**config.mk**
```make
export PLATFORM = sky130hd
export DESIGN_NAME = dc_position_p_controller_unit
export DESIGN_NICKNAME = d
export VERILOG_FILES = /design/src/dcpc_pkg.sv /design/src/dc_position_p_controller_unit.sv /design/src/dcpc_state.sv /design/src/dcpc_law.sv
export SDC_FILE = /design/constraint.sdc
export NUM_CORES = 1
export LEC_CHECK = 0
export BUFFER_PORTS_ARGS = -buffer_cell sky130_fd_sc_hd__buf_2
export CAP_MARGIN = 25
export CELL_PAD_IN_SITES_DETAIL_PLACEMENT = 1
export CELL_PAD_IN_SITES_GLOBAL_PLACEMENT = 1
export CORE_ASPECT_RATIO = 1.5
export CORE_UTILIZATION = 39
export DETAILED_ROUTE_END_ITERATION = 7
export PLACE_DENSITY_LB_ADDON = 0.1
export SYNTH_ARGS = -nofsm -noshare
export SYNTH_HDL_FRONTEND = slang
export SYNTH_SLANG_ARGS = --single-unit
```
**constraint.sdc**
```tcl
create_clock -name clk -period 12.5 [get_ports clk]
set_input_delay 1.875 -clock clk [delete_from_list [all_inputs] [get_ports clk]]
set_output_delay 1.875 -clock clk [all_outputs]
set_load 0.01 [all_outputs]
```
**src/dcpc_pkg.sv**
```systemverilog
// types, codes and reset constants of the position controller
`default_nettype none

package dcpc_pkg;

    localparam int POS_W = 32;
    localparam int REG_W = 16;
    localparam int CFG_IDX_W = 3;

    localparam logic [REG_W-1:0] KP_RESET        = 16'd200;
    localparam logic [REG_W-1:0] MAX_ERROR_RESET = 16'd327;
    localparam logic [REG_W-1:0] MIN_ERROR_RESET = 16'd2;
    localparam logic [REG_W-1:0] MIN_PWM_RESET   = 16'd9000;

    typedef enum logic [2:0] {
        OP_TICK       = 3'd0,
        OP_TARGET_ADD = 3'd1,
        OP_TARGET_SUB = 3'd2,
        OP_ZERO       = 3'd3,
        OP_REPORT     = 3'd4
    } op_t;

    typedef enum logic [CFG_IDX_W-1:0] {
        CFG_KP        = 3'd0,
        CFG_MAX_ERROR = 3'd1,
        CFG_MIN_ERROR = 3'd2,
        CFG_MIN_PWM   = 3'd3
    } cfg_idx_t;

    typedef struct packed {
        logic [2:0]  operation;
        logic [15:0] cw_steps;
        logic [15:0] ccw_steps;
        logic [15:0] target_delta;
        logic [7:0]  zero_request;
    } cmd_item_t;

    typedef struct packed {
        logic [15:0] pwm_duty;
        logic        spin_direction;
        logic        brake;
        logic        report_valid;
        logic        report_direction;
        logic [15:0] report_magnitude;
    } rsp_item_t;

    typedef struct packed {
        logic [REG_W-1:0] kp;
        logic [REG_W-1:0] max_error;
        logic [REG_W-1:0] min_error;
        logic [REG_W-1:0] min_pwm;
    } cfg_t;

    typedef struct packed {
        logic        valid;
        logic        direction;
        logic [15:0] magnitude;
    } rpt_t;

    // after the state update
    typedef struct packed {
        logic             tick;
        logic             zero_brake;
        logic [POS_W-1:0] err;
        rpt_t             rpt;
    } s1_t;

    // after abs, clamp and deadband test
    typedef struct packed {
        logic             tick;
        logic             zero_brake;
        logic             active;
        logic             neg;
        logic             raise;
        logic [REG_W-1:0] mag;
        rpt_t             rpt;
    } s2_t;

    // after the gain multiply
    typedef struct packed {
        logic               tick;
        logic               zero_brake;
        logic               active;
        logic               neg;
        logic               raise;
        logic [2*REG_W-1:0] prod;
        rpt_t               rpt;
    } s3_t;

    // pipeline load enables from the flow control
    typedef struct packed {
        logic ld1;
        logic ld2;
        logic ld3;
    } pipe_ctl_t;

endpackage

`default_nettype wire

```
**src/dc_position_p_controller_unit.sv**
```systemverilog
// top level of the encoder-step position p controller with deadband
// path: an accepted item passes the state, clamp and multiply ranks into the result rank
// throughput: one item per cycle unless stalled; five register ranks (input, state, clamp,
//   multiply, result) each hold one item, the 16x16 multiply sets the clock path
// reset: gains return to defaults, error and step totals clear, pipeline empties
`default_nettype none

module dc_position_p_controller_unit (
    input  wire logic                            clk,
    input  wire logic                            rst_n,
    // command items
    input  wire logic                            cmd_valid,
    output logic                                 cmd_stall,
    input  wire dcpc_pkg::cmd_item_t             cmd,
    // result items
    output logic                                 rsp_valid,
    input  wire logic                            rsp_stall,
    output dcpc_pkg::rsp_item_t                  rsp,
    // register writes
    input  wire logic                            cfg_write,
    input  wire logic [dcpc_pkg::CFG_IDX_W-1:0]  cfg_index,
    input  wire logic [dcpc_pkg::REG_W-1:0]      cfg_data
);
    import dcpc_pkg::*;

    // gain and limit registers
    cfg_t      cfg_reg;

    // valid bit of each rank
    logic      v0_reg, v1_reg, v2_reg, v3_reg, vo_reg;
    logic      free0, free1, free2, free3, free_o;
    pipe_ctl_t ctl;

    cmd_item_t cmd_reg;
    s1_t       s1;
    s3_t       s3;
    rsp_item_t rsp_reg, rsp_next;
    logic [REG_W-1:0] duty;

    // config writes, unknown indexes ignored
    always_ff @(posedge clk or negedge rst_n)
    begin
        if (!rst_n)
        begin
            cfg_reg.kp        <= KP_RESET;
            cfg_reg.max_error <= MAX_ERROR_RESET;
            cfg_reg.min_error <= MIN_ERROR_RESET;
            cfg_reg.min_pwm   <= MIN_PWM_RESET;
        end
        else if (cfg_write)
        begin
            case (cfg_index)
                CFG_KP:        cfg_reg.kp        <= cfg_data;
                CFG_MAX_ERROR: cfg_reg.max_error <= cfg_data;
                CFG_MIN_ERROR: cfg_reg.min_error <= cfg_data;
                CFG_MIN_PWM:   cfg_reg.min_pwm   <= cfg_data;
                default:
                begin
                end
            endcase
        end
    end

    // a rank may load when it is empty or its item moves on; bubbles collapse
    always_comb
    begin
        free_o   = !vo_reg || !rsp_stall;
        free3    = !v3_reg || free_o;
        free2    = !v2_reg || free3;
        free1    = !v1_reg || free2;
        free0    = !v0_reg || free1;
        ctl.ld1  = v0_reg && free1;
        ctl.ld2  = v1_reg && free2;
        ctl.ld3  = v2_reg && free3;
    end

    assign cmd_stall = !free0;

    always_ff @(posedge clk or negedge rst_n)
    begin
        if (!rst_n)
        begin
            v0_reg <= 1'b0;
            v1_reg <= 1'b0;
            v2_reg <= 1'b0;
            v3_reg <= 1'b0;
            vo_reg <= 1'b0;
        end
        else
        begin
            if (free0)
            begin
                v0_reg <= cmd_valid;
            end
            if (free1)
            begin
                v1_reg <= v0_reg;
            end
            if (free2)
            begin
                v2_reg <= v1_reg;
            end
            if (free3)
            begin
                v3_reg <= v2_reg;
            end
            if (free_o)
            begin
                vo_reg <= v3_reg;
            end
        end
    end

    // input register
    always_ff @(posedge clk)
    begin
        if (free0 && cmd_valid)
        begin
            cmd_reg <= cmd;
        end
    end

    // error and totals update, report values
    dcpc_state u_state (
        .clk   (clk),
        .rst_n (rst_n),
        .ld    (ctl.ld1),
        .item  (cmd_reg),
        .s1    (s1)
    );

    // clamp and multiply
    dcpc_law u_law (
        .clk (clk),
        .ld2 (ctl.ld2),
        .ld3 (ctl.ld3),
        .cfg (cfg_reg),
        .s1  (s1),
        .s3  (s3)
    );

    // saturate, floor at min_pwm outside the deadband when max_error exceeds min_error, build the result item
    always_comb
    begin
        duty     = (s3.prod[2*REG_W-1:REG_W] != '0) ? '1 : s3.prod[REG_W-1:0];
        if (duty < cfg_reg.min_pwm && s3.raise)
        begin
            duty = cfg_reg.min_pwm;
        end
        rsp_next = '0;
        if (s3.tick)
        begin
            if (s3.active)
            begin
                rsp_next.pwm_duty       = duty;
                rsp_next.spin_direction = s3.neg;
            end
            else
            begin
                rsp_next.brake = 1'b1;
            end
        end
        else
        begin
            rsp_next.brake = s3.zero_brake;
        end
        rsp_next.report_valid     = s3.rpt.valid;
        rsp_next.report_direction = s3.rpt.direction;
        rsp_next.report_magnitude = s3.rpt.magnitude;
    end

    // result register; holds while stalled
    always_ff @(posedge clk)
    begin
        if (free_o && v3_reg)
        begin
            rsp_reg <= rsp_next;
        end
    end

    assign rsp_valid = vo_reg;
    assign rsp       = rsp_reg;

endmodule

`default_nettype wire

```
**src/dcpc_state.sv**
```systemverilog
// position error and step total state, updated once per item
`default_nettype none

module dcpc_state (
    input  wire logic            clk,
    input  wire logic            rst_n,
    input  wire logic            ld,
    input  wire dcpc_pkg::cmd_item_t item,
    output dcpc_pkg::s1_t        s1
);
    import dcpc_pkg::*;

    // target minus position is kept as one register
    logic [POS_W-1:0] err_reg, err_next;
    logic [15:0]      cw_total_reg, cw_total_next;
    logic [15:0]      ccw_total_reg, ccw_total_next;
    s1_t              s1_reg, s1_next;

    always_comb
    begin
        err_next       = err_reg;
        cw_total_next  = cw_total_reg;
        ccw_total_next = ccw_total_reg;
        s1_next        = '0;
        case (item.operation)
            OP_TICK:
            begin
                s1_next.tick = 1'b1;
                if (item.cw_steps != 16'd0)
                begin
                    err_next      = err_reg - {16'd0, item.cw_steps};
                    cw_total_next = cw_total_reg + item.cw_steps;
                end
                else
                begin
                    err_next       = err_reg + {16'd0, item.ccw_steps};
                    ccw_total_next = ccw_total_reg + item.ccw_steps;
                end
            end
            OP_TARGET_ADD:
            begin
                err_next = err_reg + {16'd0, item.target_delta};
            end
            OP_TARGET_SUB:
            begin
                err_next = err_reg - {16'd0, item.target_delta};
            end
            OP_ZERO:
            begin
                if (item.zero_request != 8'd0)
                begin
                    err_next           = '0;
                    s1_next.zero_brake = 1'b1;
                end
            end
            OP_REPORT:
            begin
                s1_next.rpt.valid = 1'b1;
                if (cw_total_reg > ccw_total_reg)
                begin
                    s1_next.rpt.direction = 1'b0;
                    s1_next.rpt.magnitude = cw_total_reg - ccw_total_reg;
                end
                else
                begin
                    s1_next.rpt.direction = 1'b1;
                    s1_next.rpt.magnitude = ccw_total_reg - cw_total_reg;
                end
                cw_total_next  = '0;
                ccw_total_next = '0;
            end
            default:
            begin
            end
        endcase
        s1_next.err = err_next;
    end

    always_ff @(posedge clk or negedge rst_n)
    begin
        if (!rst_n)
        begin
            err_reg       <= '0;
            cw_total_reg  <= '0;
            ccw_total_reg <= '0;
        end
        else if (ld)
        begin
            err_reg       <= err_next;
            cw_total_reg  <= cw_total_next;
            ccw_total_reg <= ccw_total_next;
        end
    end

    always_ff @(posedge clk)
    begin
        if (ld)
        begin
            s1_reg <= s1_next;
        end
    end

    assign s1 = s1_reg;

endmodule

`default_nettype wire

```
**src/dcpc_law.sv**
```systemverilog
// control law stages: abs and clamp, then gain multiply
`default_nettype none

module dcpc_law (
    input  wire logic            clk,
    input  wire logic            ld2,
    input  wire logic            ld3,
    input  wire dcpc_pkg::cfg_t  cfg,
    input  wire dcpc_pkg::s1_t   s1,
    output dcpc_pkg::s3_t        s3
);
    import dcpc_pkg::*;

    s2_t              s2_reg, s2_next;
    s3_t              s3_reg, s3_next;
    logic [POS_W-1:0] abs_err;

    // stage 2: magnitude, clamp and deadband decisions
    always_comb
    begin
        abs_err            = s1.err[POS_W-1] ? (POS_W'(0) - s1.err) : s1.err;
        s2_next            = '0;
        s2_next.tick       = s1.tick;
        s2_next.zero_brake = s1.zero_brake;
        s2_next.rpt        = s1.rpt;
        s2_next.neg        = s1.err[POS_W-1];
        s2_next.active     = abs_err > {16'd0, cfg.min_error};
        // min(abs, max) > min  <=>  abs > min and max > min
        s2_next.raise      = s2_next.active && (cfg.max_error > cfg.min_error);
        s2_next.mag        = (abs_err > {16'd0, cfg.max_error}) ? cfg.max_error
                                                                 : abs_err[REG_W-1:0];
    end

    // stage 3: one 16x16 multiply
    always_comb
    begin
        s3_next            = '0;
        s3_next.tick       = s2_reg.tick;
        s3_next.zero_brake = s2_reg.zero_brake;
        s3_next.active     = s2_reg.active;
        s3_next.neg        = s2_reg.neg;
        s3_next.raise      = s2_reg.raise;
        s3_next.rpt        = s2_reg.rpt;
        s3_next.prod       = {16'd0, cfg.kp} * {16'd0, s2_reg.mag};
    end

    always_ff @(posedge clk)
    begin
        if (ld2)
        begin
            s2_reg <= s2_next;
        end
        if (ld3)
        begin
            s3_reg <= s3_next;
        end
    end

    assign s3 = s3_reg;

endmodule

`default_nettype wire

```
After elaboration in Yosys (flattened, before gate mapping). Index checks and enable logic that the tools add are counted.

Bits of input ports: 83. Output and inout bits: 38. Register bits: 374. Word-level logic and storage cells: 120.

Reductions and logical operators: 32. $add $sub $neg: 9. Mux-type cells: 17. Order comparisons: 5. $mul: 1. Equality and inequality tests: 9.

Operator list (count): 32-bit one-hot mux with 4 select lines (1); 32-bit two-way mux (3); 16-bit two-way mux (5); 32-bit by 16-bit adder with 32-bit output (2); 32-bit by 16-bit > comparator with 1-bit output (2); 16-bit one-hot mux with 2 select lines (2); 32-bit by 16-bit subtractor with 32-bit output (2); 16-bit adder (2); 16-bit > comparator (2); 16-bit by 16-bit multiplier with 32-bit output (1); 16-bit nonzero test (2); 1-bit by 32-bit subtractor with 32-bit output (first input constant) (1); 16-bit subtractor (2); 18-bit two-way mux (1); 17-bit two-way mux (1); 16-bit less-than comparator (1); 3-bit by 2-bit equality test with 1-bit output (second input constant) (4); 2-bit AND reduction (5); 8-bit nonzero test (1); 1-bit logical AND (7); 1-bit logical NOT (7); 3-bit by 1-bit equality test with 1-bit output (second input constant) (2); 3-bit logical NOT (2); 3-bit AND reduction (2); other kinds (6) (13).

Longest topological paths before layout.
Depth in word-level cells: 7. Mapped depth: 25. Gate-level depth less buffers: 23.

Hierarchy. Synthesis repeated with hierarchy kept, for this count alone.

Cells, all modules: 2896. Area total of the unflattened synthesis: 29861.1 um^2.

Modules (own cells, without submodules): dcpc_law (cells an instance 1346, area an instance 13360.3 um^2, instances 1); dcpc_state (cells an instance 1162, area an instance 10033.4 um^2, instances 1); dc_position_p_controller_unit (cells an instance 388, area an instance 6467.5 um^2, instances 1).

Worst setup path before layout. No wires, ideal clock.

Path kind: reg-to-reg. Start point: register cfg_reg[54] (netlist name). End point: register u_law.s3_reg, in the netlist u_law.s3[49], data pin. Period minus slack after synthesis: 6.603 ns. Data required time: 12.241 ns. Stages on the path, launching flop included: 24. Buffers on the path: 1. Setup slack: 5.897 ns. Arrival time: 6.344 ns. Path through: dfstp_2 -> clkbuf_1 -> nand2_1 -> fa_1 -> inv_1 -> fa_1 -> inv_1 -> fa_1 -> inv_1 -> fa_1 -> fa_1 -> inv_1 -> fa_1 -> inv_1 -> ha_1 -> a2111oi_0 -> nand2_1 -> o211a_1 -> a21oi_1 -> o211a_1 -> a21oi_1 -> a211oi_1 -> a21oi_1 -> xnor2_1.

RTL lines: start: declaration (line dc_position_p_controller_unit.sv:27) `cfg_t cfg_reg;`; end signal: assignment (line dcpc_law.sv:55) `s3_reg <= s3_next;`; end: declaration (line dcpc_law.sv:15) `s3_t s3_reg, s3_next;`.

==> results.json <==
{
  "cts_root_buffer": "clkbuf_16",
  "worst_setup_path_start_kind": "register",
  "crit_family": "adder cells",
  "cts_tree": "done",
  "syn-cell-area_um2": 29110,
  "ctsHoldBuffers": 0,
  "fin_crit_ns": 7.336,
  "worstPathRequired_ns": 12.82,
  "fillers": 8307,
  "ys_ff_latch": 374,
  "max-slew-margin-rel_pct": 30.59,
  "regArea_um2": 10580,
  "fin_ws_ns": 5.164,
  "synth_top_flop_cell": "edfxtp_1",
  "largest_reg_flops": 64,
  "num_rows": 122,
  "port_buffers": 120,
  "synthDistinctLibCells": 83,
  "clockBufferDepth": 3,
  "grt_pass1_vias": 23760,
  "tightest_slew_ns": 1.041,
  "drc_errors": 0,
  "grt_pass1_wl_um": 137300,
  "vias": 21440,
  "cts_buffers": 42,
  "critPathMaxStageDelay_ns": 0.72,
  "cp_data_arrival_time_ns": 7.66,
  "critPathCaptureType": "register",
  "coreArea_um2": 73880,
  "dieArea_um2": 75760,
  "critPathBufInv": 5,
  "fin_nets": 3509,
  "final-hold-violation-count": 0,
  "ys_seq_area_share_pct": 36.35,
  "clock_latency_ns": 0.59,
  "dr.pass1.iters": 5,
  "finClkSkew_ns": 0.02631,
  "crit_start": "u_law.s2_reg[27]",
  "timing.fmax_mhz": 136.3,
  "min_period_over_period_pct": 58.69,
  "crit_path_end": "u_law.s3[49]",
  "hpwl_um": 71420,
  "netlist_instances": 2868,
  "setup_viol": 0,
  "drive_gt1_share_pct": 10.75,
  "die_y_um": 336.6,
  "syn_area_per_cell_um2": 10.15,
  "critPathMaxFanout": 16,
  "flow.area_growth_from_synthesis_pct": 10.68,
  "routed_wl_um": 88540,
  "hold_class": "register to register",
  "antenna_found_initial": 1,
  "pre_cts_ws_ns": 5.195,
  "drt-initial-drc-count": 726,
  "cts_setup_buffers": 0,
  "crit_chain": "nand2_1 -> fa_1 -> inv_1 -> fa_1 -> inv_1 -> fa_1 -> inv_1 -> fa_1 -> fa_1 -> inv_1 -> fa_1 -> inv_1 -> ha_1 -> a2111oi_0 -> o21ai_0 -> o211a_1 -> a21oi_1 -> o211a_1 -> a21oi_1 -> a211oi_1 -> a21oi_1 -> xnor2_1",
  "status": "finished clean",
  "rsz0062_at_grt": "no",
  "routed_via_density": 5.375,
  "clock-sinks": 374,
  "layout_common_cells": "inv_1 (345), nand2_1 (313), ha_1 (264), edfxtp_1 (241), fa_1 (199)",
  "r2r-end": "u_law.s3[49]",
  "drv_slew": 0,
  "antennaDiodeCount": 0,
  "r2r_start": "u_law.s2_reg[27]",
  "tns_ns": 0,
  "synth_fp_nets": 3414,
  "gp_congestion": 0.8777,
  "die_w_um": 225.1,
  "cpMaxStageDelayCell": "edfxtp_1",
  "synth_edf_count": 241,
  "htreeDepth": 2,
  "crit_type": "register to register",
  "multi_input_comb_area_um2": 16910,
  "start_util_pct": 39.40,
  "routedWlPerCell_um": 22.20,
  "yosysWarnings": 0,
  "drtAntennaViolNets": 0,
  "grtUsageTotal_pct": 23.89,
  "crit_path_frequent_cell": "fa_1",
  "grt_overflow": 0,
  "grt_max_degree": 73,
  "ios": 121,
  "clkSlewWorstSetupHoldPaths_ns": 0.06,
  "cap_violations": 0,
  "async_reset_ff_share_pct": 35.56,
  "post_cts_resized": 0,
  "worst-path-stages": 22,
  "timing.reg2reg.setup_slack_ns": 5.16,
  "reg2reg_depth": 22,
  "final_common_cell": "inv_1"
}
==> logic make-up after synthesis <==
family,share of synthesized area (%)
flip-flops,36.35
adder cells (fa/ha/maj),25.03
multiplexers,3.297
AND/OR/NAND/NOR,14.42
XOR/XNOR,3.550
buffers and inverters,5.768
AO/OA/AOI/OAI,11.58
==> area by class of cell <==
type | instances | area share [%]
Clock buffer | 52 | 3.476
Clock inverter | 25 | 0.7573
Inverter | 346 | 4.031
Multi-Input combinational cell | 2056 | 52.49
Sequential cell | 374 | 32.85
Tap cell | 992 | 3.852
Timing Repair Buffer | 143 | 2.544
==> stage by stage <==
step,hold slack [ns],instance area (um2),util [%],std cells
after floorplan,0.4003,29110,-,2868
after global placement,0.4004,30790,41.68,3908
after detailed placement,0.4052,30820,41.72,3909
after CTS,0.4207,32180,43.56,3986
after global routing,0.4151,32220,43.61,3988
final,0.4186,32220,43.61,3988
==> cell usage after synthesis (5+ instances only) <==
library cell,number,share of area [%]
nor2b_1,26,0.56
nor3b_1,6,0.15
inv_1,346,4.5
and3_1,16,0.34
a31oi_1,10,0.21
o41ai_1,11,0.33
fa_1,199,14
clkbuf_1,84,1.1
a2111oi_0,5,0.15
nand2b_1,21,0.45
dfstp_2,14,1.3
a41oi_1,6,0.18
a211oi_1,21,0.54
mux2_1,6,0.23
or2_2,21,0.45
mux2_4,9,0.46
a21boi_0,11,0.28
o211a_1,5,0.17
and2_1,130,2.8
nand3_1,53,0.91
dfrtp_1,119,10
xor2_1,43,1.3
a21oi_1,144,2.5
ha_1,264,11
mux2_2,45,1.7
a22o_1,10,0.30
nor2_1,134,1.7
nand2_1,313,4.0
o21bai_1,6,0.15
a32o_1,7,0.24
a21o_1,51,1.3
edfxtp_1,241,25
o31ai_1,19,0.49
o21a_1,23,0.59
xnor2_1,75,2.3
nor4_1,22,0.47
nor3_1,46,0.79
or3_1,16,0.34
mux2i_1,25,0.86
or4_1,8,0.21
nand4_1,19,0.41
o21ai_0,162,2.8
==> worst min-delay path by stage <==
stage,from,endpoint,slack (ns),cells after the start
2_1_floorplan,u_law.s3[0],rsp[0],0.40,0
3_3_place_gp,u_law.s2_reg[35],u_law.s3[51],0.40,0
3_5_place_dp,u_state.s1[14],u_law.s2_reg[14],0.41,0
4_1_cts,u_state.s1[6],u_law.s2_reg[6],0.42,0
5_1_grt,u_state.s1[14],u_law.s2_reg[14],0.42,0
6_report,u_state.s1[6],u_law.s2_reg[6],0.42,0
==> routing by layer <==
layer | track usage, % | wire [um] | up-vias
met4 | 15.31 | 6336 | 2
met3 | 2.440 | 2019 | 190
met1 | 23.93 | 31600 | 10860
met5 | 0 | 13 | -
met2 | 46.31 | 48560 | 350
li1 | - | - | 10030
Power is left out: the tool's default activity adds up to more than one toggle a clock period on the data nets, which glitch-free logic cannot reach.
